File: src/hw/rtl/sbi_pkg.sv
`default_nettype none
package sbi_pkg;

	localparam int ADDR_W    = 25;
	localparam int OFS_W     = 24;
	localparam int STK_DEPTH = 8;
	localparam int STK_IDX_W = $clog2(STK_DEPTH);
	localparam int STK_CNT_W = $clog2(STK_DEPTH + 1);
	localparam int VIS_SPAN  = 65536;
	localparam int VIS_W     = $clog2(VIS_SPAN);
	localparam int Q_DEPTH   = 2;
	localparam int Q_IDX_W   = 1;
	localparam int Q_CNT_W   = 2;

	// event kinds
	localparam logic [4:0] K_NOTE      = 5'd0;
	localparam logic [4:0] K_REST      = 5'd1;
	localparam logic [4:0] K_PROGRAM   = 5'd2;
	localparam logic [4:0] K_CALL      = 5'd3;
	localparam logic [4:0] K_JUMP      = 5'd4;
	localparam logic [4:0] K_LOOPFOREV = 5'd5;
	localparam logic [4:0] K_PAN       = 5'd6;
	localparam logic [4:0] K_VOLUME    = 5'd7;
	localparam logic [4:0] K_TRANSPOSE = 5'd8;
	localparam logic [4:0] K_BEND      = 5'd9;
	localparam logic [4:0] K_BENDRANGE = 5'd10;
	localparam logic [4:0] K_EXPR      = 5'd11;
	localparam logic [4:0] K_TEMPO     = 5'd12;
	localparam logic [4:0] K_MODDEPTH  = 5'd13;
	localparam logic [4:0] K_PORTASW   = 5'd14;
	localparam logic [4:0] K_PORTATIME = 5'd15;
	localparam logic [4:0] K_RETURN    = 5'd16;
	localparam logic [4:0] K_END       = 5'd17;
	localparam logic [4:0] K_TIMEBASE  = 5'd18;
	localparam logic [4:0] K_GENERIC   = 5'd19;
	localparam logic [4:0] K_UNKNOWN   = 5'd20;
	localparam logic [4:0] K_OVERFLOW  = 5'd21;

	// opcodes
	localparam logic [7:0] OP_REST      = 8'h80;
	localparam logic [7:0] OP_PROGRAM   = 8'h81;
	localparam logic [7:0] OP_OPENTRACK = 8'h88;
	localparam logic [7:0] OP_JUMP      = 8'h89;
	localparam logic [7:0] OP_CALL      = 8'h8A;
	localparam logic [7:0] OP_RANDOM    = 8'hA0;
	localparam logic [7:0] OP_TIMEBASE  = 8'hB0;
	localparam logic [7:0] OP_PAN       = 8'hC0;
	localparam logic [7:0] OP_VOLUME    = 8'hC1;
	localparam logic [7:0] OP_TRANSPOSE = 8'hC3;
	localparam logic [7:0] OP_BEND      = 8'hC4;
	localparam logic [7:0] OP_BENDRANGE = 8'hC5;
	localparam logic [7:0] OP_NOTEWAIT  = 8'hC7;
	localparam logic [7:0] OP_MODDEPTH  = 8'hCA;
	localparam logic [7:0] OP_PORTASW   = 8'hCE;
	localparam logic [7:0] OP_PORTATIME = 8'hCF;
	localparam logic [7:0] OP_LOOPSTART = 8'hD4;
	localparam logic [7:0] OP_EXPR      = 8'hD5;
	localparam logic [7:0] OP_CTRL_LAST = 8'hD6;
	localparam logic [7:0] OP_MISC_D9   = 8'hD9;
	localparam logic [7:0] OP_MISC_DA   = 8'hDA;
	localparam logic [7:0] OP_MISC_DE   = 8'hDE;
	localparam logic [7:0] OP_MISC_DF   = 8'hDF;
	localparam logic [7:0] OP_VAR0      = 8'hE0;
	localparam logic [7:0] OP_TEMPO     = 8'hE1;
	localparam logic [7:0] OP_VAR1      = 8'hE3;
	localparam logic [7:0] OP_EXT       = 8'hF0;
	localparam logic [7:0] OP_LOOPEND   = 8'hFC;
	localparam logic [7:0] OP_RETURN    = 8'hFD;
	localparam logic [7:0] OP_PRINTVAR = 8'hFE;
	localparam logic [7:0] OP_END       = 8'hFF;
	localparam logic [7:0] OP_NOTE_LIM  = 8'h80;

	localparam logic [3:0] SUB_SHORT = 4'hE;
	localparam logic [3:0] SUB_LONG0 = 4'h8;
	localparam logic [3:0] SUB_LONG1 = 4'h9;

	localparam logic [1:0] CFG_BASE  = 2'd0;
	localparam logic [1:0] CFG_START = 2'd1;
	localparam logic [1:0] CFG_NWAIT = 2'd2;

	typedef struct packed {
		logic [4:0]        kind;
		logic [ADDR_W-1:0] addr;
		logic [3:0]        len;
		logic [15:0]       va;
		logic [7:0]        vb;
		logic [15:0]       sv;
		logic              bend;
		logic [7:0]        barg;
		logic [27:0]       dur;
		logic [27:0]       adv;
		logic [ADDR_W-1:0] next;
		logic              halt;
	} evt_rec_t;

	typedef struct packed {
		logic [STK_CNT_W-1:0] depth;
		logic                 waiting;
		logic                 clearing;
	} front_stat_t;

	function automatic logic [2:0] fixed_len(input logic [7:0] op);
		logic [2:0] r;
		r = 3'd0;
		if (op == OP_OPENTRACK)
			r = 3'd4;
		else if (op inside {OP_JUMP, OP_CALL})
			r = 3'd3;
		else if (op inside {OP_VAR0, OP_TEMPO, OP_VAR1, OP_PRINTVAR})
			r = 3'd2;
		else if (op == OP_TIMEBASE || (op inside {[OP_PAN:OP_CTRL_LAST]} &&
				op != OP_TRANSPOSE && op != OP_BEND))
			r = 3'd1;
		else if (op inside {OP_MISC_D9, OP_MISC_DA, OP_MISC_DE, OP_MISC_DF})
			r = 3'd1;
		return r;
	endfunction

	function automatic logic var_arg(input logic [7:0] op);
		return op < OP_NOTE_LIM || op inside {OP_REST, OP_PROGRAM, OP_TRANSPOSE, OP_BEND};
	endfunction

endpackage
`default_nettype wire

File: src/hw/rtl/sbi_queue.sv
`default_nettype none
module sbi_queue
	import sbi_pkg::*;
(
	input  wire logic     clk,
	input  wire logic     arst_n,
	input  wire logic     push,
	input  wire evt_rec_t rec_in,
	input  wire logic     pop,
	output evt_rec_t      rec_out,
	output logic          not_empty,
	output logic          full
);

	evt_rec_t             mem [Q_DEPTH];
	logic [Q_IDX_W-1:0]   wptr_q, rptr_q;
	logic [Q_CNT_W-1:0]   cnt_q;

	always_ff @(posedge clk or negedge arst_n) begin
		if (!arst_n) begin
			wptr_q <= '0; rptr_q <= '0; cnt_q <= '0;
		end else begin
			if (push)
				wptr_q <= wptr_q + 1'b1;
			if (pop)
				rptr_q <= rptr_q + 1'b1;
			if (push && !pop)
				cnt_q <= cnt_q + 1'b1;
			else if (pop && !push)
				cnt_q <= cnt_q - 1'b1;
		end
	end

	always_ff @(posedge clk) begin
		if (push)
			mem[wptr_q] <= rec_in;
	end

	assign rec_out   = mem[rptr_q];
	assign not_empty = cnt_q != '0;
	assign full      = cnt_q == Q_CNT_W'(Q_DEPTH);

endmodule
`default_nettype wire

File: config.mk
export PLATFORM = sky130hd
export DESIGN_NAME = sbi_queue
export DESIGN_NICKNAME = d
export VERILOG_FILES = /design/src/hw/rtl/sbi_pkg.sv /design/src/hw/rtl/sbi_queue.sv
export SDC_FILE = /design/constraint.sdc
export NUM_CORES = 1
export LEC_CHECK = 0
export BUFFER_PORTS_ARGS = -buffer_cell sky130_fd_sc_hd__buf_2
export CAP_MARGIN = 0
export CELL_PAD_IN_SITES_DETAIL_PLACEMENT = 1
export CELL_PAD_IN_SITES_GLOBAL_PLACEMENT = 1
export CORE_ASPECT_RATIO = 0.8
export CORE_MARGIN = 2
export CORE_UTILIZATION = 44
export DETAILED_ROUTE_END_ITERATION = 12
export PLACE_DENSITY = 0.75
export RECOVER_POWER = 100
export SYNTH_ARGS = -nofsm -noshare
export SYNTH_HDL_FRONTEND = slang
export SYNTH_SLANG_ARGS = --single-unit
File: constraint.sdc
create_clock -name clk -period 11.68 [get_ports clk]
set_input_delay 0.584 -clock clk [delete_from_list [all_inputs] [get_ports clk]]
set_output_delay 0.584 -clock clk [all_outputs]
set_load 0.02 [all_outputs]
==> flow_summary.rst <==
.. list-table::
   :header-rows: 1

   * - Metric
     - Value
   * - Result of the run
     - finished with violations
   * - Violations in the final reports
     - max-capacitance violations, max-slew violations
   * - Max Buffers Root-to-Sink
     - 3
   * - Endpoint required time on the critical path
     - ~11 ns
   * - Total power
     - 3.93 mW
   * - TritonCTS clock tree
     - done
   * - Placed instance count
     - about 1200
   * - Power per Cell Area
     - roughly 260 nW/µm²
   * - Clock transition at the registers of the reported paths
     - 0.07 ns
   * - MaxCap Viol Count
     - 8
   * - Worst setup path startpoint
     - rptr_q$_DFFE_PN0P_
   * - Endpoints failing hold
     - 0
   * - Final clock skew
     - 0.00822 ns
   * - Final critical path time including I/O delays and setup
     - ~6 ns
   * - I/O pin total
     - 336
   * - Floorplan die width
     - roughly 190 µm
   * - Final TNS setup
     - 0 ns
   * - Leading cell types by total area after synthesis
     - edfxtp_1 (82%), mux2_2 (15%), buf_6 (1.3%)
   * - Number of buffers added on ports
     - roughly 340
   * - Gate count after technology mapping
     - between 500 and 600
   * - Global-route wire length before repair
     - between 40 and 50 mm
   * - Max rail drop VDD
     - approximately 0.16 mV
   * - Capturing element type of the critical path
     - output port
   * - Type of element launching the critical path
     - flop
   * - Die ar.
     - between 20000 and 30000 µm²
   * - Commonest cells after routing, fill and taps aside
     - edfxtp_1 (330), clkbuf_1 (248), mux2_2 (148), buf_2 (99), clkbuf_16 (37)
   * - Number of cells on the worst reg-to-reg path
     - 2
   * - Unrepaired setup endpoints after global routing
     - false
   * - Area added between synthesis and finish
     - 23.0%
   * - Endpoints failing setup
     - 0
   * - Number of buffer and inverter stages on the critical path
     - 2
   * - Number of cells in the finished layout apart from fillers
     - 1280
   * - Worst reg2reg path endpoint
     - mem[0][125]$_DFFE_PP_
   * - Leading area contributor after synthesis
     - edfxtp_1
   * - Static Leak
     - between 5 and 6 nW
   * - Worst hold-check slack
     - between 0.2 and 0.3 ns
   * - Count of TritonRoute iterations in the first routing pass
     - 4
   * - Average footprint of a synthesized cell
     - 22.9 µm²
   * - Portion of synthesized cell area occupied by the leading cell type
     - between 80% and 90%
   * - #FFs+latches synth
     - 334
   * - Sink count of the clock tree
     - 334
   * - Max-slew headroom at the worst pin
     - -179%
   * - Register-to-register setup slack
     - 5.60 ns
   * - Number of filler instances in the final layout
     - between 2000 and 3000
   * - TritonCTS buffer count
     - 35
   * - All-Layer GR Usage
     - between 10% and 20%
   * - Syn Std Cell Area
     - about 12000 µm²
   * - Remaining antenna violation count after routing
     - 0
   * - Netlist cell types
     - 14
   * - Worst endpoint data arrival time
     - 5.54 ns
   * - Chip height
     - roughly 150 µm
   * - Post-synth net total
     - roughly 700
   * - Post-synthesis sequential area ratio
     - around 80%
   * - Clk Tree Root Cell
     - clkbuf_16
   * - Initial antenna violation count
     - 6
   * - Cell breakdown of the critical path
     - clkbuf_1, mux2_2, clkbuf_1
   * - HPWL reported at the end of detailed placement
     - around 18 mm
   * - Hold path startpoint
     - rec_in[140]
   * - Area of placed instances
     - roughly 14000 µm²
   * - Most repeated library cell on the critical path
     - clkbuf_1
   * - CP peak stage delay
     - around 2.8 ns
   * - Pins over their slew limit
     - about 480
   * - Routability congestion estimate
     - ~0.76
   * - Most frequent standard cell in the layout excluding fill and tap cells
     - edfxtp_1
   * - Post_cts resized
     - 0
   * - First-iteration detailed-routing DRC count
     - 291
   * - DRC violations left
     - 0
   * - Detailed-route via count
     - roughly 6200
   * - Worst-case setup slack after placement
     - about 8.8 ns
   * - Total wire length after detailed routing
     - about 27 mm
   * - Final setup margin
     - between 5 and 6 ns
   * - CP Depth
     - 3
   * - Site Rows
     - between 50 and 60
   * - Clock H-tree levels
     - 2
   * - Finished layout cell area
     - approximately 15000 µm²
   * - R2R Path Start
     - wptr_q$_DFFE_PN0P_
   * - Vias per Instance
     - 4.88
   * - Fmax
     - about 0.16 GHz
   * - Layout Nets
     - between 1000 and 1500
   * - Highest fanout seen on the critical path
     - 68
   * - Combined area of the multi-input logic cells
     - 1940 µm²
   * - Slowest cell on the critical path
     - clkbuf_1
   * - Setup fix buffers added after clock tree synthesis
     - 0
   * - Total number of yosys warnings
     - 0
   * - End-of-flow core utilization
     - a little over half
   * - CP Class
     - flop to output port
   * - Slew @ Worst Pin
     - between 4 and 5 ns
   * - Initial standard-cell utilization of the core
     - ~45%
   * - Layout cell share with drive strength beyond 1
     - 32.3%
   * - Sequential Area
     - between 10000 and 15000 µm²
   * - Via count of the first global-routing pass
     - ~7000
   * - Total grt overflow
     - 0
   * - Final routed wire length divided by cell count
     - around 21 µm
   * - Final period util
     - ~52%
   * - End point of the critical path
     - rec_out[152]
   * - Maximum number of pins on one net before global-route repair
     - 74
   * - Hold crit path type
     - primary input to flop
   * - Largest delay contributor family on the critical path
     - buffers and inverters
   * - Core area
     - approximately 27000 µm²
   * - Latest clock arrival within the worst-skew pair
     - 0.50 ns
flip-flops by register name, indices dropped and copies added (netlist names):
name and count:
mem 330, cnt_q 2, rptr_q 1, wptr_q 1
worst reg2reg max path, delay by kind of cell, from the launching register on:
family	cells	cell delay, ns
buffers and inverters	1	3.07
and+or+nand+nor	1	2.03
DFF	1	0.41
synthesized netlist by cell type:
| master | number |
|---|---|
| and2_1 | 1 |
| dfrtp_1 | 4 |
| nor2_1 | 1 |
| or2_2 | 1 |
| buf_6 | 14 |
| ha_1 | 1 |
| xor2_1 | 4 |
| inv_1 | 1 |
| nor2b_1 | 2 |
| buf_2 | 2 |
| xnor2_1 | 1 |
| edfxtp_1 | 330 |
| mux2_2 | 165 |
| buf_4 | 2 |
cell families (layout without fill, tap and decap cells):
group                      after synthesis  after routing  synth area share (%)
and+or+nand+nor                          5              5                 0.237
other                                    0              4                     0
buffers and inverters                   19            402                  1.54
adders and majority gates                1              1                 0.103
DFF                                    334            334                  82.5
xor gates and xnor gates                 5              5                 0.361
muxes                                  165            165                  15.3
layout make-up:
class                      instances  area share, %
tap                              364           3.05
clock inverter                    14          0.796
sequential                       334           67.0
multi-input combinational        176           13.0
clock buffer                      45           6.54
timing repair buffer             342           9.47
antenna                            4         0.0670
inverter                           1         0.0251
worst min-delay path by stage:
stage                             to  slack [ns]  cells past startpoint
3_5_place_dp      wptr_q$_DFFE_PN0P_        0.40                      1
3_3_place_gp      wptr_q$_DFFE_PN0P_        0.39                      1
6_report       mem[1][140]$_DFFE_PP_        0.27                      1
5_1_grt        mem[1][140]$_DFFE_PP_        0.25                      1
2_1_floorplan   cnt_q[0]$_DFFE_PN0P_        0.29                      0
4_1_cts         mem[1][95]$_DFFE_PP_        0.24                      1
per-layer routing:
metal	track usage (%)	wire length [µm]	vias to the layer above
met1	21.7	10200	3101
met2	31.5	13300	249
li1	-	-	2834
met4	5.61	725	4
met5	0	24	-
met3	7.07	2590	57
report_power, final:
group          switching, mW  internal, mW
registers             0.0751          1.62
logic                  0.760         0.416
clock network          0.430         0.632
total                   1.27          2.67
repair_timing:
action,CTS,global route
endpoints found under the hold margin,4,0
hold buffers,1,0
setup endpoints to repair,0,0
No activity file was read; power rests on OpenSTA's default activity.
