<file path="config.mk">
export PLATFORM = sky130hd
export DESIGN_NAME = sbi_front
export DESIGN_NICKNAME = d
export VERILOG_FILES = /design/src/hw/rtl/sbi_pkg.sv /design/src/hw/rtl/sbi_front.sv
export SDC_FILE = /design/constraint.sdc
export NUM_CORES = 1
export LEC_CHECK = 0
export BUFFER_PORTS_ARGS = -buffer_cell sky130_fd_sc_hd__buf_2
export CAP_MARGIN = 0
export CELL_PAD_IN_SITES_DETAIL_PLACEMENT = 0
export CELL_PAD_IN_SITES_GLOBAL_PLACEMENT = 1
export CORE_UTILIZATION = 52
export CTS_CLUSTER_SIZE = 8
export DETAILED_ROUTE_END_ITERATION = 8
export GPL_ROUTABILITY_DRIVEN = 1
export PLACE_DENSITY = 0.9
export SLEW_MARGIN = 10
export SYNTH_ARGS = -nofsm -noshare
export SYNTH_HDL_FRONTEND = slang
export SYNTH_SLANG_ARGS = --single-unit
</file>
<file path="constraint.sdc">
create_clock -name clk -period 11.06 [get_ports clk]
set_input_delay 0.553 -clock clk [delete_from_list [all_inputs] [get_ports clk]]
set_output_delay 0.553 -clock clk [all_outputs]
set_load 0.02 [all_outputs]
</file>
<file path="src/hw/rtl/sbi_pkg.sv">
`default_nettype none
package sbi_pkg;

	localparam int ADDR_W    = 25;
	localparam int OFS_W     = 24;
	localparam int STK_DEPTH = 8;
	localparam int STK_IDX_W = $clog2(STK_DEPTH);
	localparam int STK_CNT_W = $clog2(STK_DEPTH + 1);
	localparam int VIS_SPAN  = 65536;
	localparam int VIS_W     = $clog2(VIS_SPAN);
	localparam int Q_DEPTH   = 2;
	localparam int Q_IDX_W   = 1;
	localparam int Q_CNT_W   = 2;

	// event kinds
	localparam logic [4:0] K_NOTE      = 5'd0;
	localparam logic [4:0] K_REST      = 5'd1;
	localparam logic [4:0] K_PROGRAM   = 5'd2;
	localparam logic [4:0] K_CALL      = 5'd3;
	localparam logic [4:0] K_JUMP      = 5'd4;
	localparam logic [4:0] K_LOOPFOREV = 5'd5;
	localparam logic [4:0] K_PAN       = 5'd6;
	localparam logic [4:0] K_VOLUME    = 5'd7;
	localparam logic [4:0] K_TRANSPOSE = 5'd8;
	localparam logic [4:0] K_BEND      = 5'd9;
	localparam logic [4:0] K_BENDRANGE = 5'd10;
	localparam logic [4:0] K_EXPR      = 5'd11;
	localparam logic [4:0] K_TEMPO     = 5'd12;
	localparam logic [4:0] K_MODDEPTH  = 5'd13;
	localparam logic [4:0] K_PORTASW   = 5'd14;
	localparam logic [4:0] K_PORTATIME = 5'd15;
	localparam logic [4:0] K_RETURN    = 5'd16;
	localparam logic [4:0] K_END       = 5'd17;
	localparam logic [4:0] K_TIMEBASE  = 5'd18;
	localparam logic [4:0] K_GENERIC   = 5'd19;
	localparam logic [4:0] K_UNKNOWN   = 5'd20;
	localparam logic [4:0] K_OVERFLOW  = 5'd21;

	// opcodes
	localparam logic [7:0] OP_REST      = 8'h80;
	localparam logic [7:0] OP_PROGRAM   = 8'h81;
	localparam logic [7:0] OP_OPENTRACK = 8'h88;
	localparam logic [7:0] OP_JUMP      = 8'h89;
	localparam logic [7:0] OP_CALL      = 8'h8A;
	localparam logic [7:0] OP_RANDOM    = 8'hA0;
	localparam logic [7:0] OP_TIMEBASE  = 8'hB0;
	localparam logic [7:0] OP_PAN       = 8'hC0;
	localparam logic [7:0] OP_VOLUME    = 8'hC1;
	localparam logic [7:0] OP_TRANSPOSE = 8'hC3;
	localparam logic [7:0] OP_BEND      = 8'hC4;
	localparam logic [7:0] OP_BENDRANGE = 8'hC5;
	localparam logic [7:0] OP_NOTEWAIT  = 8'hC7;
	localparam logic [7:0] OP_MODDEPTH  = 8'hCA;
	localparam logic [7:0] OP_PORTASW   = 8'hCE;
	localparam logic [7:0] OP_PORTATIME = 8'hCF;
	localparam logic [7:0] OP_LOOPSTART = 8'hD4;
	localparam logic [7:0] OP_EXPR      = 8'hD5;
	localparam logic [7:0] OP_CTRL_LAST = 8'hD6;
	localparam logic [7:0] OP_MISC_D9   = 8'hD9;
	localparam logic [7:0] OP_MISC_DA   = 8'hDA;
	localparam logic [7:0] OP_MISC_DE   = 8'hDE;
	localparam logic [7:0] OP_MISC_DF   = 8'hDF;
	localparam logic [7:0] OP_VAR0      = 8'hE0;
	localparam logic [7:0] OP_TEMPO     = 8'hE1;
	localparam logic [7:0] OP_VAR1      = 8'hE3;
	localparam logic [7:0] OP_EXT       = 8'hF0;
	localparam logic [7:0] OP_LOOPEND   = 8'hFC;
	localparam logic [7:0] OP_RETURN    = 8'hFD;
	localparam logic [7:0] OP_PRINTVAR = 8'hFE;
	localparam logic [7:0] OP_END       = 8'hFF;
	localparam logic [7:0] OP_NOTE_LIM  = 8'h80;

	localparam logic [3:0] SUB_SHORT = 4'hE;
	localparam logic [3:0] SUB_LONG0 = 4'h8;
	localparam logic [3:0] SUB_LONG1 = 4'h9;

	localparam logic [1:0] CFG_BASE  = 2'd0;
	localparam logic [1:0] CFG_START = 2'd1;
	localparam logic [1:0] CFG_NWAIT = 2'd2;

	typedef struct packed {
		logic [4:0]        kind;
		logic [ADDR_W-1:0] addr;
		logic [3:0]        len;
		logic [15:0]       va;
		logic [7:0]        vb;
		logic [15:0]       sv;
		logic              bend;
		logic [7:0]        barg;
		logic [27:0]       dur;
		logic [27:0]       adv;
		logic [ADDR_W-1:0] next;
		logic              halt;
	} evt_rec_t;

	typedef struct packed {
		logic [STK_CNT_W-1:0] depth;
		logic                 waiting;
		logic                 clearing;
	} front_stat_t;

	function automatic logic [2:0] fixed_len(input logic [7:0] op);
		logic [2:0] r;
		r = 3'd0;
		if (op == OP_OPENTRACK)
			r = 3'd4;
		else if (op inside {OP_JUMP, OP_CALL})
			r = 3'd3;
		else if (op inside {OP_VAR0, OP_TEMPO, OP_VAR1, OP_PRINTVAR})
			r = 3'd2;
		else if (op == OP_TIMEBASE || (op inside {[OP_PAN:OP_CTRL_LAST]} &&
				op != OP_TRANSPOSE && op != OP_BEND))
			r = 3'd1;
		else if (op inside {OP_MISC_D9, OP_MISC_DA, OP_MISC_DE, OP_MISC_DF})
			r = 3'd1;
		return r;
	endfunction

	function automatic logic var_arg(input logic [7:0] op);
		return op < OP_NOTE_LIM || op inside {OP_REST, OP_PROGRAM, OP_TRANSPOSE, OP_BEND};
	endfunction

endpackage
`default_nettype wire

</file>
<file path="src/hw/rtl/sbi_front.sv">
`default_nettype none
module sbi_front
	import sbi_pkg::*;
(
	input  wire logic              clk,
	input  wire logic              arst_n,
	input  wire logic              byte_valid,
	output logic                   byte_ready,
	input  wire logic [7:0]        data_byte,
	input  wire logic              cfg_we,
	input  wire logic [1:0]        cfg_index,
	input  wire logic [OFS_W-1:0]  cfg_data,
	input  wire logic              q_full,
	output logic                   push,
	output evt_rec_t               rec,
	output logic                   vis_we,
	output logic [VIS_W-1:0]       vis_waddr,
	output logic [VIS_W-1:0]       vis_raddr,
	input  wire logic              vis_rdata,
	input  wire logic              vis_busy,
	output front_stat_t            stat
);

	logic [OFS_W-1:0]     base_q, base_d, start_ofs_q, start_ofs_d;
	logic [ADDR_W-1:0]    cur_q, cur_d, cstart_q, cstart_d, dest_q, dest_d;
	logic [7:0]           op_q, op_d, vel_q, vel_d;
	logic [3:0]           pos_q, pos_d, jlen_q, jlen_d;
	logic [31:0]          acc_q, acc_d;
	logic                 rnd_q, rnd_d, nw_q, nw_d, stop_q, stop_d, wait_q, wait_d;
	logic [STK_CNT_W-1:0] depth_q, depth_d;
	logic [ADDR_W-1:0]    stk_addr_q [STK_DEPTH];
	logic [7:0]           stk_cnt_q [STK_DEPTH];
	logic                 stk_we;
	logic [STK_IDX_W-1:0] stk_idx, top_idx;
	logic [ADDR_W-1:0]    stk_waddr;
	logic [7:0]           stk_wcnt;

	logic                 fire, cmp, done, ext_bad;
	logic [7:0]           b, op_c, vel_n;
	logic [31:0]          acc_c;
	logic [3:0]           n_c, k;
	logic [ADDR_W-1:0]    nxt, dest_c;
	logic signed [16:0]   sum;
	logic signed [15:0]   avg;
	logic [28:0]          arg;
	logic [27:0]          dur;
	logic [15:0]          a16;

	assign b          = data_byte;
	assign byte_ready = !vis_busy && !wait_q && !q_full;
	assign fire       = byte_valid && byte_ready;
	assign nxt        = cur_q + 1'b1;
	assign top_idx    = STK_IDX_W'(depth_q - 1'b1);
	assign vis_raddr  = wait_q ? dest_q[VIS_W-1:0] : dest_c[VIS_W-1:0];
	assign vis_waddr  = cur_q[VIS_W-1:0];

	always_comb begin
		base_d = base_q; start_ofs_d = start_ofs_q; cur_d = cur_q; cstart_d = cstart_q;
		dest_d = dest_q; op_d = op_q; vel_d = vel_q; pos_d = pos_q; jlen_d = jlen_q;
		acc_d = acc_q; rnd_d = rnd_q; nw_d = nw_q; stop_d = stop_q; wait_d = wait_q;
		depth_d = depth_q;
		stk_we = 1'b0; stk_idx = depth_q[STK_IDX_W-1:0]; stk_waddr = nxt; stk_wcnt = '0;
		cmp = 1'b0; done = 1'b0; ext_bad = 1'b0;
		op_c = op_q; acc_c = acc_q; n_c = pos_q + 1'b1; k = '0; vel_n = vel_q;
		vis_we = 1'b0; push = 1'b0; rec = '0;

		if (fire && !stop_q) begin
			cur_d = nxt;
			if (pos_q == '0) begin
				cstart_d = cur_q;
				op_d     = b;
				acc_d    = '0;
				vis_we   = 1'b1;
				pos_d    = 4'd1;
				if (!(var_arg(b) || b == OP_EXT || fixed_len(b) != '0)) begin
					cmp = 1'b1; op_c = b; acc_c = '0; n_c = 4'd1;
				end
			end else begin
				if (pos_q != 4'd15)
					pos_d = pos_q + 1'b1;
				if (var_arg(op_q)) begin
					if (op_q < OP_NOTE_LIM && pos_q == 4'd1) begin
						vel_d = b;
					end else begin
						k = pos_q - (op_q < OP_NOTE_LIM ? 4'd2 : 4'd1);
						if (rnd_q) begin
							acc_d = {acc_q[23:0], b};
							done  = k >= 4'd3;
						end else if (op_q == OP_TRANSPOSE || op_q == OP_BEND) begin
							acc_d = {24'd0, b};
							done  = 1'b1;
						end else begin
							acc_d = {4'd0, acc_q[20:0], b[6:0]};
							done  = !b[7] || k >= 4'd3;
						end
					end
				end else if (op_q == OP_EXT) begin
					acc_d = {acc_q[23:0], b};
					if (pos_q == 4'd1)
						vel_n = b;
					vel_d = vel_n;
					if (pos_q == 4'd1 && !(b[7:4] inside {SUB_SHORT, SUB_LONG0, SUB_LONG1})) begin
						ext_bad = 1'b1;
						pos_d   = '0;
					end else begin
						done = pos_q >= (vel_n[7:4] == SUB_SHORT ? 4'd3 : 4'd4);
					end
				end else begin
					acc_d = {acc_q[23:0], b};
					done  = pos_q >= {1'b0, fixed_len(op_q)};
				end
				if (done) begin
					cmp = 1'b1; acc_c = acc_d;
				end
			end
		end

		a16    = acc_c[15:0];
		dest_c = ADDR_W'(base_q) + ADDR_W'(acc_c[OFS_W-1:0]);
		sum    = 17'(signed'(acc_c[31:16])) + 17'(signed'(acc_c[15:0]));
		avg    = 16'((sum + 17'(sum[16])) >>> 1);
		arg    = rnd_q ? 29'(avg) : {1'b0, acc_c[27:0]};
		dur    = arg[28] ? '0 : arg[27:0];

		rec.addr = cstart_d;
		rec.len  = n_c;

		if (ext_bad) begin
			push = 1'b1; rec.kind = K_UNKNOWN; rec.len = 4'd2; rec.halt = 1'b1;
		end else if (cmp) begin
			pos_d = '0;
			push  = 1'b1;
			if (var_arg(op_c)) begin
				rnd_d = 1'b0;
				if (op_c < OP_NOTE_LIM) begin
					rec.kind = K_NOTE; rec.va = {8'd0, op_c}; rec.vb = vel_q;
					rec.dur = dur; rec.adv = nw_q ? dur : '0;
				end else if (op_c == OP_REST) begin
					rec.kind = K_REST; rec.dur = dur; rec.adv = dur;
				end else if (op_c == OP_PROGRAM) begin
					rec.kind = K_PROGRAM; rec.va = {8'd0, arg[7:0]};
				end else if (op_c == OP_TRANSPOSE) begin
					rec.kind = K_TRANSPOSE; rec.sv = 16'(signed'(arg[7:0]));
				end else begin
					rec.kind = K_BEND; rec.bend = 1'b1; rec.barg = arg[7:0];
				end
			end else begin
				case (op_c)
					OP_CALL: begin
						if (depth_q >= STK_CNT_W'(STK_DEPTH)) begin
							rec.kind = K_OVERFLOW; rec.halt = 1'b1;
						end else begin
							stk_we = 1'b1; stk_waddr = nxt; stk_wcnt = '0;
							depth_d = depth_q + 1'b1;
							cur_d = dest_c;
							rec.kind = K_CALL;
						end
					end
					OP_JUMP: begin
						// visited bit comes back next cycle
						push = 1'b0; wait_d = 1'b1; dest_d = dest_c; jlen_d = n_c;
					end
					OP_RANDOM: begin
						rnd_d = 1'b1; rec.kind = K_GENERIC;
					end
					OP_TIMEBASE:  begin rec.kind = K_TIMEBASE;  rec.va = a16; end
					OP_PAN:       begin rec.kind = K_PAN;       rec.va = a16; end
					OP_VOLUME:    begin rec.kind = K_VOLUME;    rec.va = a16; end
					OP_BENDRANGE: begin rec.kind = K_BENDRANGE; rec.va = a16; end
					OP_NOTEWAIT: begin
						nw_d = acc_c[7:0] != '0; rec.kind = K_GENERIC; rec.va = a16;
					end
					OP_MODDEPTH:  begin rec.kind = K_MODDEPTH;  rec.va = a16; end
					OP_PORTASW: begin
						rec.kind = K_PORTASW; rec.va = {15'd0, acc_c[7:0] != '0};
					end
					OP_PORTATIME: begin rec.kind = K_PORTATIME; rec.va = a16; end
					OP_LOOPSTART: begin
						if (depth_q >= STK_CNT_W'(STK_DEPTH)) begin
							rec.kind = K_OVERFLOW; rec.halt = 1'b1;
						end else begin
							stk_we = 1'b1; stk_waddr = nxt; stk_wcnt = acc_c[7:0];
							depth_d = depth_q + 1'b1;
							rec.kind = K_GENERIC; rec.va = a16;
						end
					end
					OP_EXPR:  begin rec.kind = K_EXPR;  rec.va = a16; end
					OP_TEMPO: begin rec.kind = K_TEMPO; rec.va = a16; end
					OP_LOOPEND: begin
						rec.kind = K_GENERIC;
						if (depth_q != '0) begin
							if (stk_cnt_q[top_idx] == '0) begin
								depth_d = depth_q - 1'b1;
							end else begin
								// repeat: count down, keep the entry
								stk_we = 1'b1; stk_idx = top_idx;
								stk_waddr = stk_addr_q[top_idx];
								stk_wcnt = stk_cnt_q[top_idx] - 1'b1;
								cur_d = stk_addr_q[top_idx];
								rec.kind = K_RETURN;
							end
						end
					end
					OP_RETURN: begin
						rec.kind = K_RETURN;
						if (depth_q != '0) begin
							depth_d = depth_q - 1'b1;
							cur_d = stk_addr_q[top_idx];
						end
					end
					OP_END: begin rec.kind = K_END; rec.halt = 1'b1; end
					default: begin
						if (op_c == OP_EXT || fixed_len(op_c) != '0) begin
							rec.kind = K_GENERIC; rec.va = a16;
						end else begin
							rec.kind = K_UNKNOWN; rec.halt = 1'b1;
						end
					end
				endcase
			end
		end else if (wait_q && !q_full) begin
			wait_d = 1'b0; push = 1'b1;
			rec.addr = cstart_q; rec.len = jlen_q;
			if (vis_rdata) begin
				rec.kind = K_LOOPFOREV; rec.halt = 1'b1;
			end else begin
				rec.kind = K_JUMP; cur_d = dest_q;
			end
		end

		if (push && rec.halt)
			stop_d = 1'b1;
		rec.next = cur_d;

		if (cfg_we) begin
			case (cfg_index)
				CFG_BASE: begin
					base_d = cfg_data;
					cur_d  = ADDR_W'(cfg_data) + ADDR_W'(start_ofs_q);
				end
				CFG_START: begin
					start_ofs_d = cfg_data;
					cur_d       = ADDR_W'(base_q) + ADDR_W'(cfg_data);
				end
				CFG_NWAIT: nw_d = cfg_data[0];
				default: ;
			endcase
		end
	end

	always_ff @(posedge clk or negedge arst_n) begin
		if (!arst_n) begin
			base_q <= '0; start_ofs_q <= '0; cur_q <= '0; cstart_q <= '0;
			op_q <= '0; vel_q <= '0; pos_q <= '0; acc_q <= '0;
			rnd_q <= 1'b0; nw_q <= 1'b1; stop_q <= 1'b0; wait_q <= 1'b0;
			depth_q <= '0;
		end else begin
			base_q <= base_d; start_ofs_q <= start_ofs_d; cur_q <= cur_d;
			cstart_q <= cstart_d; op_q <= op_d; vel_q <= vel_d; pos_q <= pos_d;
			acc_q <= acc_d; rnd_q <= rnd_d; nw_q <= nw_d; stop_q <= stop_d;
			wait_q <= wait_d; depth_q <= depth_d;
		end
	end

	always_ff @(posedge clk) begin
		dest_q <= dest_d;
		jlen_q <= jlen_d;
		if (stk_we) begin
			stk_addr_q[stk_idx] <= stk_waddr;
			stk_cnt_q[stk_idx]  <= stk_wcnt;
		end
	end

	assign stat.depth    = depth_q;
	assign stat.waiting  = wait_q;
	assign stat.clearing = vis_busy;

endmodule
`default_nettype wire

</file>
==> flow_summary.toml <==
[status]
status = "finished clean"

[synth]
synth_ff_type = "edfxtp_1"
yosysWarnings = 0
synth.most_common_cell = "nand2_1"
synthCells = 2631
syn_area_per_cell_um2 = 10.4
synth_top_family_by_area = "simple AND/OR/NAND/NOR gates"
synth-xor-area-share_pct = 3.92
synthArstFlopShare_pct = 35.0
synth_enable_flop_cells = 293
ys_ff_latch = 451
synth_top_area_share_pct = 32.3
synth.largest_area_cell = "edfxtp_1"
synth_area_leaders = "edfxtp_1, dfrtp_1, mux4_2"
synth_common_cells = "nand2_1, edfxtp_1, nor2_1"
synthSimpleGateAreaFrac_pct = 16.1
synth_fp_nets = 2757
ys_seq_area_share_pct = 46.8
muxShareOfSynthArea_pct = 12.4
ys_types = 97
synth_compound_area_share_pct = 12.9
synth_area_um2 = 27200
yosys.area_share.adder_pct = 4.01

[detailed_routing]
vias = 22700
drt-initial-drc-count = 2651
wl_um = 93100
antenna_left = 0
drc = 0
drt_pass1_iterations = 7
post_drt_via_cell_ratio = 6.38
avgRoutedWirePerCell_um = 26.2

[finish]
layout.cells.non_filler = 3554
drive_above_1_share_pct = 21.2
areaGrowthSynthToFinish_pct = 14.0
final_cell_area_um2 = 31000
fin_util_pct = 60.3
diodes = 0
nNetsFinal = 2949

[floorplanning]
rows = 83
ioPinCount = 247
start_util_pct = 52.9
core_um2 = 51500
dieArea_um2 = 53300
die_y_um = 231
die_x_um = 231

[timing]
setup_viol = 0
fin_skew_ps = 42.6
worst_pin_slew_ps = 1310
slew_headroom_pct = 12.7
rsz0062_at_grt = "false"
slew_violations = 0
max_freq_mhz = 101
hold_viol = 0
fin_crit_sh_pct = 89.4
setup-tns-final_ps = 0
setup_slack_ps = 1170
whs_ps = 219
period_needed_ps = 9890

[cts]
cts_setup_buffers = 0
cts_resized = 0
clockBufferDepth = 3
cts_tree = "yes"
clock_sinks = 451
cts_htree_levels = 3
cts.clk_slew.worst_paths_ps = 50
cts_buffers = 67
clk-insertion-delay-late_ps = 620
cts-root-buf = "clkbuf_16"

[placed_design]
post-place-cells = 3433
dpl_worst_slack_ps = 2020
gp_routability_congestion = 1.02
placed_cell_area_um2 = 29000
port_buffers = 246
dp_hpwl_um = 65800

[power]
p_leak_nw = 13.0
power.density_nw_per_um2 = 262
p_total_mw = 8.14
ir_drop_mv = 0.207

[worst_setup_path]
timing.rr.end = "cur_q[20]"
ff2ff_path_depth = 27
critical_path_class = "flip-flop to output port"
slowest_delay_ps = 700
rrSetupSlack_ps = 3250
worstSetupEndpointType = "output port"
crit_path_start_kind = "flip-flop"
critPathMaxFanout = 47
reg2reg_from = "op_q[7]"
cpMostUsedCell = "a21oi_1"
critPathArrivalTime_ps = 9340
cp.buffers_inverters = 5
crit_family = "simple AND/OR/NAND/NOR gates"
critPathSlowestCell = "dfrtp_1"
required_ps = 10510

[global_route]
grt-ovfl-total = 0
grt_max_degree = 75
grt_antenna_before_repair = 2
grtUsageTotal_pct = 34.6
grt_pass1_vias = 21800
grt_pass1_wl_um = 138000

[worst_hold_path]
holdCritPathClass = "input port to flip-flop"
whs_endpoint = "start_ofs_q[5]"
hold_start = "cfg_data[5]"
whs_path_depth = 2

[run]
max_cap_viol_count = 0
[sequential cells by signal, summed over array words and instances, names as in the netlist]
| name | count |
|---|---|
| base_q | 24 |
| op_q | 8 |
| start_ofs_q | 24 |
| jlen_q | 4 |
| cstart_q | 25 |
| depth_q | 4 |
| rnd_q | 1 |
| cur_q | 25 |
| vel_q | 8 |
| stk_cnt_q | 64 |
| stk_addr_q | 200 |
| stop_q | 1 |
| nw_q | 1 |
| pos_q | 4 |
| acc_q | 32 |
| wait_q | 1 |
| dest_q | 25 |
[layout by cell type, fill, tap and decap left out, types with 25 or more instances in the layout]
cell	n
a21oi_1	134
o221ai_1	30
nor3_1	49
inv_1	56
edfxtp_1	293
nand3_1	45
xor2_1	55
nand2_1	373
xnor2_1	65
o21ai_0	144
dfrtp_1	155
buf_4	56
buf_2	245
ha_1	80
a21o_1	25
nor2_1	275
clkbuf_16	68
mux2_2	112
mux2i_1	58
clkbuf_1	44
and3_1	37
mux4_2	68
[report_power, final]
group	leakage (nW)	switching [mW]	internal (mW)	total (mW)
registers	4.77	0.357	2.17	2.52
clock network	0.946	0.783	1.16	1.94
logic	7.26	2.44	1.24	3.68
total	13.0	3.58	4.56	8.14
[cell type report]
type	count	area, um2
Sequential cell	451	12800
Tap cell	680	851
Multi-Input combinational cell	1943	13600
Clock inverter	8	136
Fill cell	4266	20500
Clock buffer	112	1870
Inverter	57	214
Timing Repair Buffer	303	1670
[cell families (layout without fill, tap and decap cells)]
family,Yosys count,after routing
muxes,238,238
AOI/OAI and AO/OA,541,541
DFF,451,451
and+or+nand+nor,958,958
adders and majority gates,85,85
xor gates and xnor gates,121,121
buffers and inverters,237,480
[how the worst max path moves through the flow]
stage                  from  slack, ps      end  cells past startpoint
floorplan           op_q[7]       3050  rec[39]                     31
global placement    op_q[7]       2160  rec[39]                     29
detailed placement  op_q[2]       2020  rec[40]                     32
CTS                 op_q[2]       1320  rec[40]                     32
global route        op_q[2]        460  rec[39]                     32
finish              op_q[7]       1170  rec[40]                     34
[metal layers]
layer,GRT usage (%),vias to the layer above,part of all wire [%]
met2,55.7,1248,47
met1,44.8,11100,39
met4,17.1,4,5.2
met3,6.69,264,8.8
li1,-,10000,-
met5,0,-,0.029
[timing repair]
item / in CTS / in global routing
hold endpoints to repair: 54 / 0
hold buffers: 1 / 0
endpoints found under the setup margin: 0 / 0
[worst register-to-register path, stage by stage (launching register included)]
cell and delay [ps]:
dfrtp_1 700, nand2b_1 250, nor3_1 360, nand2_1 160
a21oi_1 240, a21oi_1 80, nand2_1 110, ha_1 220
nand2b_1 130, nand3_1 80, a21oi_1 80, a221oi_2 290
buf_4 330, nor2_1 190, buf_4 220, nor2_4 430
buf_4 560, o2bb2ai_1 190, buf_4 200, ha_1 230
a31oi_1 170, o21ai_0 350, o22ai_1 220, o311ai_0 710
xor2_1 320, a21oi_1 120, o21ai_0 550, mux2_2 270
Note: power is estimated with default switching activity, not from simulation.
