==> src/hw/rtl/sbi_pkg.sv <==
`default_nettype none
package sbi_pkg;

	localparam int ADDR_W    = 25;
	localparam int OFS_W     = 24;
	localparam int STK_DEPTH = 8;
	localparam int STK_IDX_W = $clog2(STK_DEPTH);
	localparam int STK_CNT_W = $clog2(STK_DEPTH + 1);
	localparam int VIS_SPAN  = 65536;
	localparam int VIS_W     = $clog2(VIS_SPAN);
	localparam int Q_DEPTH   = 2;
	localparam int Q_IDX_W   = 1;
	localparam int Q_CNT_W   = 2;

	// event kinds
	localparam logic [4:0] K_NOTE      = 5'd0;
	localparam logic [4:0] K_REST      = 5'd1;
	localparam logic [4:0] K_PROGRAM   = 5'd2;
	localparam logic [4:0] K_CALL      = 5'd3;
	localparam logic [4:0] K_JUMP      = 5'd4;
	localparam logic [4:0] K_LOOPFOREV = 5'd5;
	localparam logic [4:0] K_PAN       = 5'd6;
	localparam logic [4:0] K_VOLUME    = 5'd7;
	localparam logic [4:0] K_TRANSPOSE = 5'd8;
	localparam logic [4:0] K_BEND      = 5'd9;
	localparam logic [4:0] K_BENDRANGE = 5'd10;
	localparam logic [4:0] K_EXPR      = 5'd11;
	localparam logic [4:0] K_TEMPO     = 5'd12;
	localparam logic [4:0] K_MODDEPTH  = 5'd13;
	localparam logic [4:0] K_PORTASW   = 5'd14;
	localparam logic [4:0] K_PORTATIME = 5'd15;
	localparam logic [4:0] K_RETURN    = 5'd16;
	localparam logic [4:0] K_END       = 5'd17;
	localparam logic [4:0] K_TIMEBASE  = 5'd18;
	localparam logic [4:0] K_GENERIC   = 5'd19;
	localparam logic [4:0] K_UNKNOWN   = 5'd20;
	localparam logic [4:0] K_OVERFLOW  = 5'd21;

	// opcodes
	localparam logic [7:0] OP_REST      = 8'h80;
	localparam logic [7:0] OP_PROGRAM   = 8'h81;
	localparam logic [7:0] OP_OPENTRACK = 8'h88;
	localparam logic [7:0] OP_JUMP      = 8'h89;
	localparam logic [7:0] OP_CALL      = 8'h8A;
	localparam logic [7:0] OP_RANDOM    = 8'hA0;
	localparam logic [7:0] OP_TIMEBASE  = 8'hB0;
	localparam logic [7:0] OP_PAN       = 8'hC0;
	localparam logic [7:0] OP_VOLUME    = 8'hC1;
	localparam logic [7:0] OP_TRANSPOSE = 8'hC3;
	localparam logic [7:0] OP_BEND      = 8'hC4;
	localparam logic [7:0] OP_BENDRANGE = 8'hC5;
	localparam logic [7:0] OP_NOTEWAIT  = 8'hC7;
	localparam logic [7:0] OP_MODDEPTH  = 8'hCA;
	localparam logic [7:0] OP_PORTASW   = 8'hCE;
	localparam logic [7:0] OP_PORTATIME = 8'hCF;
	localparam logic [7:0] OP_LOOPSTART = 8'hD4;
	localparam logic [7:0] OP_EXPR      = 8'hD5;
	localparam logic [7:0] OP_CTRL_LAST = 8'hD6;
	localparam logic [7:0] OP_MISC_D9   = 8'hD9;
	localparam logic [7:0] OP_MISC_DA   = 8'hDA;
	localparam logic [7:0] OP_MISC_DE   = 8'hDE;
	localparam logic [7:0] OP_MISC_DF   = 8'hDF;
	localparam logic [7:0] OP_VAR0      = 8'hE0;
	localparam logic [7:0] OP_TEMPO     = 8'hE1;
	localparam logic [7:0] OP_VAR1      = 8'hE3;
	localparam logic [7:0] OP_EXT       = 8'hF0;
	localparam logic [7:0] OP_LOOPEND   = 8'hFC;
	localparam logic [7:0] OP_RETURN    = 8'hFD;
	localparam logic [7:0] OP_PRINTVAR = 8'hFE;
	localparam logic [7:0] OP_END       = 8'hFF;
	localparam logic [7:0] OP_NOTE_LIM  = 8'h80;

	localparam logic [3:0] SUB_SHORT = 4'hE;
	localparam logic [3:0] SUB_LONG0 = 4'h8;
	localparam logic [3:0] SUB_LONG1 = 4'h9;

	localparam logic [1:0] CFG_BASE  = 2'd0;
	localparam logic [1:0] CFG_START = 2'd1;
	localparam logic [1:0] CFG_NWAIT = 2'd2;

	typedef struct packed {
		logic [4:0]        kind;
		logic [ADDR_W-1:0] addr;
		logic [3:0]        len;
		logic [15:0]       va;
		logic [7:0]        vb;
		logic [15:0]       sv;
		logic              bend;
		logic [7:0]        barg;
		logic [27:0]       dur;
		logic [27:0]       adv;
		logic [ADDR_W-1:0] next;
		logic              halt;
	} evt_rec_t;

	typedef struct packed {
		logic [STK_CNT_W-1:0] depth;
		logic                 waiting;
		logic                 clearing;
	} front_stat_t;

	function automatic logic [2:0] fixed_len(input logic [7:0] op);
		logic [2:0] r;
		r = 3'd0;
		if (op == OP_OPENTRACK)
			r = 3'd4;
		else if (op inside {OP_JUMP, OP_CALL})
			r = 3'd3;
		else if (op inside {OP_VAR0, OP_TEMPO, OP_VAR1, OP_PRINTVAR})
			r = 3'd2;
		else if (op == OP_TIMEBASE || (op inside {[OP_PAN:OP_CTRL_LAST]} &&
				op != OP_TRANSPOSE && op != OP_BEND))
			r = 3'd1;
		else if (op inside {OP_MISC_D9, OP_MISC_DA, OP_MISC_DE, OP_MISC_DF})
			r = 3'd1;
		return r;
	endfunction

	function automatic logic var_arg(input logic [7:0] op);
		return op < OP_NOTE_LIM || op inside {OP_REST, OP_PROGRAM, OP_TRANSPOSE, OP_BEND};
	endfunction

endpackage
`default_nettype wire

==> src/hw/rtl/sbi_if.sv <==
`default_nettype none


interface sbi_event_if;
	logic               valid;
	logic               ready;
	logic [4:0]         event_kind;
	logic [24:0]        event_address;
	logic [3:0]         event_length;
	logic [15:0]        value_a;
	logic [7:0]         value_b;
	logic signed [15:0] signed_value;
	logic [27:0]        duration;
	logic [27:0]        time_advance;
	logic [24:0]        next_address;
	logic               halted;
	modport source(output valid, output event_kind, output event_address,
		output event_length, output value_a, output value_b, output signed_value,
		output duration, output time_advance, output next_address, output halted,
		input ready);
	modport sink(input valid, input event_kind, input event_address,
		input event_length, input value_a, input value_b, input signed_value,
		input duration, input time_advance, input next_address, input halted,
		output ready);
endinterface

`default_nettype wire

==> src/hw/rtl/sbi_back.sv <==
`default_nettype none
module sbi_back
	import sbi_pkg::*;
(
	input  wire logic     clk,
	input  wire logic     arst_n,
	input  wire logic     q_not_empty,
	input  wire evt_rec_t q_rec,
	output logic          pop,
	sbi_event_if.source   event_out
);

	logic        out_v_q;
	evt_rec_t    out_q;
	evt_rec_t    rec_c;
	logic        neg;
	logic [7:0]  mag;
	logic [12:0] x;
	logic [19:0] xr;
	logic [6:0]  q0, qc;
	logic [13:0] r;
	logic [13:0] bmag;
	logic [15:0] sv_c;

	// bend * 8191 / 127 = 64*m + floor(63*m / 127), sign applied after
	always_comb begin
		neg  = q_rec.barg[7];
		mag  = neg ? 8'(-q_rec.barg) : q_rec.barg;
		x    = 13'(mag) * 13'd63;
		xr   = 20'(x) * 20'd129;
		q0   = {1'b0, xr[20-1:14]};
		r    = 14'(x) - 14'(q0) * 14'd127;
		qc   = (r >= 14'd127) ? q0 + 1'b1 : q0;
		bmag = {mag[7:0], 6'd0} + 14'(qc);
		sv_c = q_rec.bend ? (neg ? 16'd0 - 16'(bmag) : 16'(bmag)) : q_rec.sv;
		rec_c    = q_rec;
		rec_c.sv = sv_c;
	end

	assign pop = q_not_empty && (!out_v_q || event_out.ready);

	always_ff @(posedge clk or negedge arst_n) begin
		if (!arst_n)
			out_v_q <= 1'b0;
		else if (pop)
			out_v_q <= 1'b1;
		else if (event_out.ready)
			out_v_q <= 1'b0;
	end

	always_ff @(posedge clk) begin
		if (pop)
			out_q <= rec_c;
	end

	assign event_out.valid         = out_v_q;
	assign event_out.event_kind    = out_q.kind;
	assign event_out.event_address = out_q.addr;
	assign event_out.event_length  = out_q.len;
	assign event_out.value_a       = out_q.va;
	assign event_out.value_b       = out_q.vb;
	assign event_out.signed_value  = out_q.sv;
	assign event_out.duration      = out_q.dur;
	assign event_out.time_advance  = out_q.adv;
	assign event_out.next_address  = out_q.next;
	assign event_out.halted        = out_q.halt;

endmodule
`default_nettype wire

==> src/flat_wrapper.sv <==
// flat-port wrapper written by rule: the top's interface ports become plain ports
module sbi_back_flat import sbi_pkg::*;
  (clk, arst_n, q_not_empty, q_rec, pop, event_out_valid, event_out_event_kind, event_out_event_address, event_out_event_length, event_out_value_a, event_out_value_b, event_out_signed_value, event_out_duration, event_out_time_advance, event_out_next_address, event_out_halted, event_out_ready);
  sbi_event_if event_out_i ();
  input  wire logic clk;
  input  wire logic arst_n;
  input  wire logic q_not_empty;
  input  wire evt_rec_t q_rec;
  output logic pop;
  output wire logic [$bits(event_out_i.valid)-1:0] event_out_valid;
  output wire logic [$bits(event_out_i.event_kind)-1:0] event_out_event_kind;
  output wire logic [$bits(event_out_i.event_address)-1:0] event_out_event_address;
  output wire logic [$bits(event_out_i.event_length)-1:0] event_out_event_length;
  output wire logic [$bits(event_out_i.value_a)-1:0] event_out_value_a;
  output wire logic [$bits(event_out_i.value_b)-1:0] event_out_value_b;
  output wire logic [$bits(event_out_i.signed_value)-1:0] event_out_signed_value;
  output wire logic [$bits(event_out_i.duration)-1:0] event_out_duration;
  output wire logic [$bits(event_out_i.time_advance)-1:0] event_out_time_advance;
  output wire logic [$bits(event_out_i.next_address)-1:0] event_out_next_address;
  output wire logic [$bits(event_out_i.halted)-1:0] event_out_halted;
  input wire logic [$bits(event_out_i.ready)-1:0] event_out_ready;
  assign event_out_valid = event_out_i.valid;
  assign event_out_event_kind = event_out_i.event_kind;
  assign event_out_event_address = event_out_i.event_address;
  assign event_out_event_length = event_out_i.event_length;
  assign event_out_value_a = event_out_i.value_a;
  assign event_out_value_b = event_out_i.value_b;
  assign event_out_signed_value = event_out_i.signed_value;
  assign event_out_duration = event_out_i.duration;
  assign event_out_time_advance = event_out_i.time_advance;
  assign event_out_next_address = event_out_i.next_address;
  assign event_out_halted = event_out_i.halted;
  assign event_out_i.ready = event_out_ready;
  sbi_back u_core (.clk(clk), .arst_n(arst_n), .q_not_empty(q_not_empty), .q_rec(q_rec), .pop(pop), .event_out(event_out_i));
endmodule
==> config.mk <==
export PLATFORM = sky130hd
export DESIGN_NAME = sbi_back_flat
export DESIGN_NICKNAME = d
export VERILOG_FILES = /design/src/hw/rtl/sbi_pkg.sv /design/src/hw/rtl/sbi_if.sv /design/src/hw/rtl/sbi_back.sv /design/src/flat_wrapper.sv
export SDC_FILE = /design/constraint.sdc
export NUM_CORES = 1
export LEC_CHECK = 0
export BUFFER_PORTS_ARGS = -buffer_cell sky130_fd_sc_hd__buf_2
export CAP_MARGIN = 15
export CORE_MARGIN = 3
export CORE_UTILIZATION = 54
export CTS_CLUSTER_SIZE = 25
export DETAILED_ROUTE_END_ITERATION = 6
export PLACE_DENSITY = 0.92
export REMOVE_ABC_BUFFERS = 1
export SYNTH_ARGS = -nofsm -noshare
export SYNTH_HDL_FRONTEND = slang
export SYNTH_SLANG_ARGS = --single-unit
==> constraint.sdc <==
create_clock -name clk -period 7 [get_ports clk]
set_clock_uncertainty 0.15 [all_clocks]
set_input_delay 0.7 -clock clk [delete_from_list [all_inputs] [get_ports clk]]
set_output_delay 0.7 -clock clk [all_outputs]
set_load 0.01 [all_outputs]
==> summary.txt, run 1 <==
Global route
  • Gr usage total: 77.8%
  • GRT overflow: 18
  • Antenna violations before repair: 31
  • Pin count of the biggest net entering global routing: 74

Outcome
  • Status: did not finish
  • Err: [ERROR GRT-0232] Routing congestion too high. Check the congestion heatmap in the GUI.
  • Fail Step: global routing (5_1_grt)

Logic synthesis
  • Post-Synth Adder-Cell Area: 18.9%
  • Top FF cell, synth: edfxtp_1
  • Compound-cell area share of the yosys netlist: 8.88%
  • Multiplexer area fraction after synthesis: 0.932%
  • Largest family of logic cells by synthesized area: adder cells
  • Area share of xor/xnor cells in the synthesized design: 5.88%
  • Mapped Area: 8990 um^2
  • YS warnings: 0
  • Synth Area per Inst: 13.1 um^2
  • Synth Area in Simple Gates: 8.53%
  • Post-Syn Instances: 686
  • Post-synth EDFFs: 156
  • FF+latch count, synth: 157
  • Post-synthesis sequential area ratio: 52.4%
  • Synth cell types: 80
  • Fraction of registers with async set/reset: 0.637%

Placement
  • Gpl congestion: 0.929
  • PortBufs: 326
  • Place WS: -5.93 ns
  • Post-detail-place hpwl: 24100 um

Floorplan
  • Die X: 135 um
  • Initial Utilization: 55.8%
  • Num rows: 46
  • Io pins: 327
  • Die H: 135 um

Timing
  • Worst endpoint type: register input
  • Grt repair worst endpoint: u_core.event_out.signed_value[12]$_DFFE_PP_/D

Clock network
  • Num CTS Buffers: 17
  • H-tree depth: 4
  • Root buffer cell: clkbuf_16
  • CTS sink cnt: 157
  • CTS max path bufs: 2
metrics by stage:
step	cells	TNS, ns	instance area (um^2)	util (%)
after detailed placement	1371	-88.49	12000	74.5
after floorplan	674	-90.99	8940	-
after global placement	1371	-81.22	12000	74.5
after CTS	1455	-66.69	14100	87.7
repair_timing:
| item | in CTS |
|---|---|
| hold endpoints to repair | 1 |
| gates resized for setup | 212 |
| hold buffers | 1 |
| pin swaps | 126 |
| buffers inserted | 59 |
| setup endpoints to repair | 16 |
cells in the mapped netlist, types with 9 or more instances:
cell type    n  area (um^2)
edfxtp_1   156         4680
inv_1       89          334
ha_1        76          951
fa_1        37          741
nor2_1      36          135
a21oi_1     31          155
nand2_1     29          109
xnor2_1     23          201
xor2_1      18          158
nand3_1     13         65.1
o21ai_0     11         55.1
a21o_1      10         75.1
nand4_1      9         56.3
per-layer routing:
layer	GRT overflow	global-route usage, %
met3	1	65.5
met5	0	38.1
met2	6	91.6
met1	0	77.1
met4	11	78.0
kinds of logic after synthesis:
kind of cell             count (synthesis)
flip-flops                             157
buffers and inverters                  106
AO/OA/AOI/OAI                          112
adder cells (fa/ha/maj)                114
multiplexers                             8
AND/OR/NAND/NOR                        140
XOR/XNOR                                49
==> run 2: changes to the inputs <==
- CORE_UTILIZATION: 54 -> 40
- CTS_CLUSTER_SIZE: 25 -> not set
- PLACE_DENSITY: 0.92 -> not set
- PLACE_DENSITY_LB_ADDON: not set -> 0.15
==> run 2 against run 1 <==
Synthesized cell count unchanged. Synthesized area unchanged. The flow now finishes, with violations (negative setup slack).
==> summary.txt, run 2 <==
Outcome
  • Status: complete, but fails checks (was did not finish)
  • Failing checks: negative setup slack

Logic synthesis
  • YS warnings: 0 (unchanged)
  • Post-synthesis sequential area ratio: 52.4% (unchanged)
  • Post-synth EDFFs: 156 (unchanged)
  • Fraction of registers with async set/reset: 0.637% (unchanged)
  • Area leader, netlist: edfxtp_1 (unchanged)
  • Synth cell types: 80 (unchanged)
  • Top cell type's share of synthesized area: 52.1% (unchanged)
  • Most instantiated library cell after synthesis: edfxtp_1 (unchanged)
  • Post-Syn Instances: 686 (unchanged)
  • Top FF cell, synth: edfxtp_1 (unchanged)
  • Synth Area per Inst: 13.1 um^2 (unchanged)
  • Synth area leaders: edfxtp_1 (52%), ha_1 (11%), fa_1 (8.2%), inv_1 (3.7%), xnor2_1 (2.2%) (unchanged)
  • FF+latch count, synth: 157 (unchanged)
  • Mapped Area: 8990 um^2 (unchanged)
  • Top post-synthesis cells by count: edfxtp_1 (156), inv_1 (89), ha_1 (76), fa_1 (37), nor2_1 (36) (unchanged)

Clock network
  • Clock Latency Late Sink: 0.42 ns
  • CTS sink cnt: 157 (unchanged)
  • Root buffer cell: clkbuf_16 (unchanged)
  • CTS max path bufs: 2 (unchanged)
  • TritonCTS clock tree: yes
  • Clock slew at reported path FFs: 0.07 ns
  • Num CTS Buffers: 17 (unchanged)
  • H-tree depth: 4 (unchanged)

Layout
  • Final Cell Area: 14500 um^2
  • Filler Cell Count: 1609
  • Layout Nets: 1516
  • Commonest non-fill, non-tap cell in the layout: buf_2
  • Share of cells above drive strength 1: 61.0%
  • Commonest non-fill, non-tap cells in the layout: buf_2 (322), buf_4 (195), edfxtp_1 (156)
  • Area growth from synthesis to final layout: 61.3%

Global route
  • Gr usage total: 21.9%
  • GRT overflow: 0
  • Vias in the first global route: 7491
  • Pin count of the biggest net entering global routing: 75
  • Antenna violations before repair: 6
  • First-pass GRT wire length: 41100 um

Timing
  • FMAX: 86.4 MHz
  • Final hold slack: 0.297 ns
  • RSZ-0062 raised after global routing: true
  • Final setup viols: 16
  • Worst Max-Slew Pin Slew: 0.922 ns
  • Period Utilization, post-route: 165%
  • Final Hold Fails: 0
  • Final min period: 11.57 ns
  • Slew HR: 38.6%
  • Worst Setup Slack, final: -4.57 ns
  • Slew Viols, Final: 0

Worst setup path
  • WP data arrival: 11.67 ns
  • Startpoint types: input pin
  • Max incr delay on CP: 0.54 ns
  • Required time worst endpoint: 7.09 ns
  • WS Path Type: in2reg
  • CP max FO: 4
  • Critical Path Most Common Cell: ha_4
  • Critical Path Sink Type: flop
  • CP max stage cell: fa_2

Routing
  • Antenna violation net count after detailed routing: 0
  • WL per Instance: 18.4 um
  • Initial DRC count: 438
  • Routed WL: 28300 um
  • Routed vias/inst: 4.89
  • DRC viols: 0
  • Vias: 7501
  • 1st-pass router iterations: 5

Placement
  • Placed cell areas: 12200 um^2 (was 12000 um^2)
  • Post-detail-place hpwl: 21700 um (was 24100 um)
  • PortBufs: 326 (unchanged)
  • Gpl congestion: 0.890 (was 0.929)

Flow run
  • Maxcap violations: 0

Floorplan
  • Core Area: 22000 um^2
  • Initial Utilization: 41.0% (was 55.8%)
  • Die X: 156 um (was 135 um)
  • Num rows: 54 (was 46)
  • Die H: 156 um (was 135 um)
  • Io pins: 327 (unchanged)
  • Full die area: 24300 um^2

Min path
  • Worst hold path type: in2reg
## run 2: cell counts after synthesis
Identical to the previous run, type by type.
## run 2: what timing repair did
item / CTS / global route
gates resized for setup: 170 / 82
hold endpoints to repair: 1 / 0
hold buffers: 1 / 0
pin swaps: 111 / 68
buffers inserted: 41 / 15
setup endpoints to repair: 16 / 16
gates cloned: 0 / 0
## run 2: routing by layer
metal	wire length, um	vias up	track usage [%]	share of wire (%)
li1	-	3575	-	-
met1	11100	3643	26.6	39
met2	14800	229	38.9	52
met3	1550	54	4.55	5.5
met4	822	0	7.36	2.9
met5	0	-	0	0
## run 2: worst max-delay path: cells and delay by family
kind	cells	cell delay [ns]
buffers and inverters	16	1.42
AND/OR/NAND/NOR	14	2.20
AO/OA/AOI/OAI	10	1.84
XOR/XNOR	6	1.17
adder cells (fa/ha/maj)	13	4.29
## run 2: kinds of logic after synthesis
kind of cell / Yosys count / synth area share (%)
flip-flops: 157 / 52.4
AND/OR/NAND/NOR: 140 / 8.53
adder cells (fa/ha/maj): 114 / 18.9
AO/OA/AOI/OAI: 112 / 8.88
buffers and inverters: 106 / 4.49
XOR/XNOR: 49 / 5.88
multiplexers: 8 / 0.932
## run 2: area by class of cell
type / instances / area, um^2 / area share [%]
inverter: 94 / 360 / 2.48
clock buffer: 17 / 425 / 2.93
antenna: 6 / 15.0 / 0.104
multi-input combinational: 423 / 5130 / 35.4
timing repair buffer: 541 / 3340 / 23.0
tap: 280 / 350 / 2.42
sequential: 157 / 4710 / 32.5
clock inverter: 15 / 174 / 1.20
## run 2: final timing paths
path | start | endpoint | cells past startpoint | slack (ns)
max in group asynchronous | arst_n | u_core.event_out.valid$_DFFE_PN0P_ | 2 | 6.17
worst max register to register | u_core.event_out.valid$_DFFE_PN0P_ | u_core.event_out.signed_value[6]$_DFFE_PP_ | 3 | 4.55
min in group asynchronous | arst_n | u_core.event_out.valid$_DFFE_PN0P_ | 2 | 0.43
worst min register to register | u_core.event_out.valid$_DFFE_PN0P_ | u_core.event_out.valid$_DFFE_PN0P_ | 2 | 0.37
worst min-delay path | q_rec[10] | u_core.event_out.next_address[9]$_DFFE_PP_ | 1 | 0.30
worst max-delay path | q_rec[83] | u_core.event_out.signed_value[12]$_DFFE_PP_ | 59 | -4.57
## run 2: through the flow
stage / utilization, % / worst slack (ns) / cells / TNS (ns)
6_report: 66.1 / -4.57 / 1533 / -67.13
5_1_grt: 66.1 / -5.02 / 1533 / -73.63
4_1_cts: 63.4 / -4.48 / 1514 / -65.75
3_5_place_dp: 55.4 / -5.71 / 1444 / -85.47
3_3_place_gp: 55.4 / -5.58 / 1444 / -83.98
2_1_floorplan: - / -6.23 / 674 / -90.99
Power of run 2 is left out: the tool's default activity adds up to more than one toggle a clock period on the data nets, which glitch-free logic cannot reach.
==> run 3: changes to the inputs <==
- CORE_MARGIN: 3 -> 4
==> run 3 against run 2 <==
The run still ends with negative setup slack left. Clock-buffer cell count stayed put. Global-route usage decreased by 0.39 points. Flip-flop and latch count unchanged. Die area up 2.6%. Register-to-register slack worse by 0.03 ns. Core utilization is 0.89 points lower. Non-clock buffer count down 6. Critical endpoint unchanged.
==> summary.txt, run 3 (synthesis results as in run 2) <==
Outcome
  • Status: complete, but fails checks (unchanged)
  • Failing checks: negative setup slack (unchanged)

Timing
  • FMAX: 86.8 MHz (was 86.4 MHz)
  • Period Utilization, post-route: 165% (about the same)
  • Final setup viols: 16 (unchanged)
  • Final min period: 11.53 ns (was 11.57 ns)
  • Final Hold Fails: 0 (unchanged)
  • Slew Viols, Final: 0 (unchanged)
  • Worst Max-Slew Pin Slew: 0.891 ns (was 0.922 ns)
  • RSZ-0062 raised after global routing: true (unchanged)
  • Slew HR: 40.6% (was 38.6%)
  • Worst Setup Slack, final: -4.53 ns (was -4.57 ns)

Flow run
  • Maxcap violations: 0 (unchanged)

Layout
  • Commonest non-fill, non-tap cell in the layout: buf_2 (unchanged)
  • Area growth from synthesis to final layout: 59.1% (was 61.3%)
  • Commonest non-fill, non-tap cells in the layout: buf_2 (324), buf_4 (179), edfxtp_1 (156) (was buf_2 (322), buf_4 (195), edfxtp_1 (156))
  • Share of cells above drive strength 1: 59.0% (was 61.0%)
  • Layout Nets: 1510 (was 1516)
  • Finished Layout Cells: 1531 (was 1533)

Global route
  • Vias in the first global route: 7547 (was 7491)
  • Met3 GRT Util: 4.37% (was 4.55%)
  • Pin count of the biggest net entering global routing: 72 (was 75)
  • Met2 Use GR: 38.5% (was 38.9%)
  • GR peak layer: met2 (unchanged)
  • Met1 usage: 25.9% (was 26.6%)
  • Antenna violations before repair: 10 (was 6)
  • GRT overflow: 0 (unchanged)
  • First-pass GRT wire length: 41000 um (was 41100 um)
  • Gr usage total: 21.5% (was 21.9%)

Clock network
  • H-tree depth: 4 (unchanged)
  • Clock slew at reported path FFs: 0.07 ns (about the same)
  • CTS sink cnt: 157 (unchanged)
  • Num CTS Buffers: 17 (unchanged)
  • Clock Latency Late Sink: 0.42 ns (about the same)
  • Root buffer cell: clkbuf_16 (unchanged)
  • TritonCTS clock tree: yes (unchanged)
  • CTS max path bufs: 2 (unchanged)

Worst setup path
  • Largest delay share family, worst path: adder cells (unchanged)
  • WP data arrival: 11.53 ns (was 11.67 ns)
  • Max incr delay on CP: 0.54 ns (about the same)
  • Critical Path Sink Type: flop (unchanged)
  • Critical Path Most Common Cell: ha_4 (unchanged)
  • Startpoint types: input pin (unchanged)
  • Required time worst endpoint: 7.00 ns (was 7.09 ns)
  • WS Path Type: in2reg (unchanged)
  • Buf+Inv Stages, Crit Path: 14 (was 16)
  • CP max stage cell: fa_1 (was fa_2)
  • CP max FO: 7 (was 4)

Routing
  • Routed WL: 28400 um (was 28300 um)
  • Antenna violation net count after detailed routing: 0 (unchanged)
  • Routed vias/inst: 4.89 (about the same)
  • 1st-pass router iterations: 4 (was 5)
  • DRC viols: 0 (unchanged)
  • Initial DRC count: 299 (was 438)
  • Vias: 7482 (was 7501)
  • WL per Instance: 18.6 um (was 18.4 um)

Floorplan
  • Die X: 158 um (was 156 um)
  • Full die area: 24900 um^2 (was 24300 um^2)
  • Num rows: 54 (unchanged)
  • Core Area: 22000 um^2 (unchanged)
  • Die H: 158 um (was 156 um)
  • Io pins: 327 (unchanged)
  • Initial Utilization: 41.0% (unchanged)

Placement
  • PortBufs: 326 (unchanged)
  • Gpl congestion: 0.849 (was 0.890)
  • Placed Cells incl. Taps: 1436 (was 1444)
  • Post-detail-place hpwl: 22200 um (was 21700 um)

Min path
  • Worst hold path type: in2reg (unchanged)
==> run 3: changes by cell type in the layout (fill, tap and decap cells not counted), sizes merged <==
| cell | before | now |
|---|---|---|
| clkbuf | 19 | 17 |
| buf | 538 | 534 |
| diode | 6 | 10 |
==> run 3: worst paths after layout <==
check / start / to / slack, ns / cells after the start
max in group asynchronous: arst_n / u_core.event_out.valid$_DFFE_PN0P_ / 6.17 / 2
max reg2reg: u_core.event_out.valid$_DFFE_PN0P_ / u_core.event_out.signed_value[8]$_DFFE_PP_ / 4.52 / 3
max: q_rec[82] / u_core.event_out.signed_value[12]$_DFFE_PP_ / -4.53 / 54
min reg2reg: u_core.event_out.valid$_DFFE_PN0P_ / u_core.event_out.valid$_DFFE_PN0P_ / 0.37 / 2
min in group asynchronous: arst_n / u_core.event_out.valid$_DFFE_PN0P_ / 0.45 / 2
min: q_rec[0] / u_core.event_out.halted$_DFFE_PP_ / 0.30 / 1
==> run 3: repair_timing <==
item,4_1_cts,5_1_grt
endpoints found under the setup margin,16,16
buffers inserted,43,15
hold buffers,1,0
endpoints found under the hold margin,1,0
gates resized for setup,150,76
pin swaps,100,61
==> run 3: routing by layer <==
layer  share of wire, %  vias up
li1                   -     3571
met1                 39     3650
met2                 53      225
met3                6.3       36
met4                2.1        0
met5                  0        -
==> run 3: final cells by class <==
cell class | count | area [um^2]
Antenna cell | 10 | 25.0
Clock buffer | 17 | 425
Clock inverter | 15 | 174
Fill cell | 1670 | 7650
Inverter | 94 | 368
Multi-Input combinational cell | 423 | 4910
Sequential cell | 157 | 4710
Tap cell | 280 | 350
Timing Repair Buffer | 535 | 3340
==> run 3: metrics by stage <==
stage	setup slack (ns)	instance area (um^2)	util, %	hold slack (ns)	setup TNS (ns)
after floorplan	-6.23	8940	-	0.254	-90.99
after global placement	-5.68	12100	55.2	0.328	-85.56
after detailed placement	-5.75	12100	55.2	0.330	-86.21
after CTS	-4.50	13800	62.7	0.282	-67.47
after global routing	-5.08	14300	65.2	0.280	-75.63
final	-4.53	14300	65.2	0.302	-68.38
==> run 3: worst register-to-register path, delay by kind of cell, from the launching register on <==
family / cells / cell delay (ns)
flops: 1 / 0.38
simple gates: 2 / 0.69
buf+inv: 1 / 0.83
Power of run 3 is left out for the same reason.
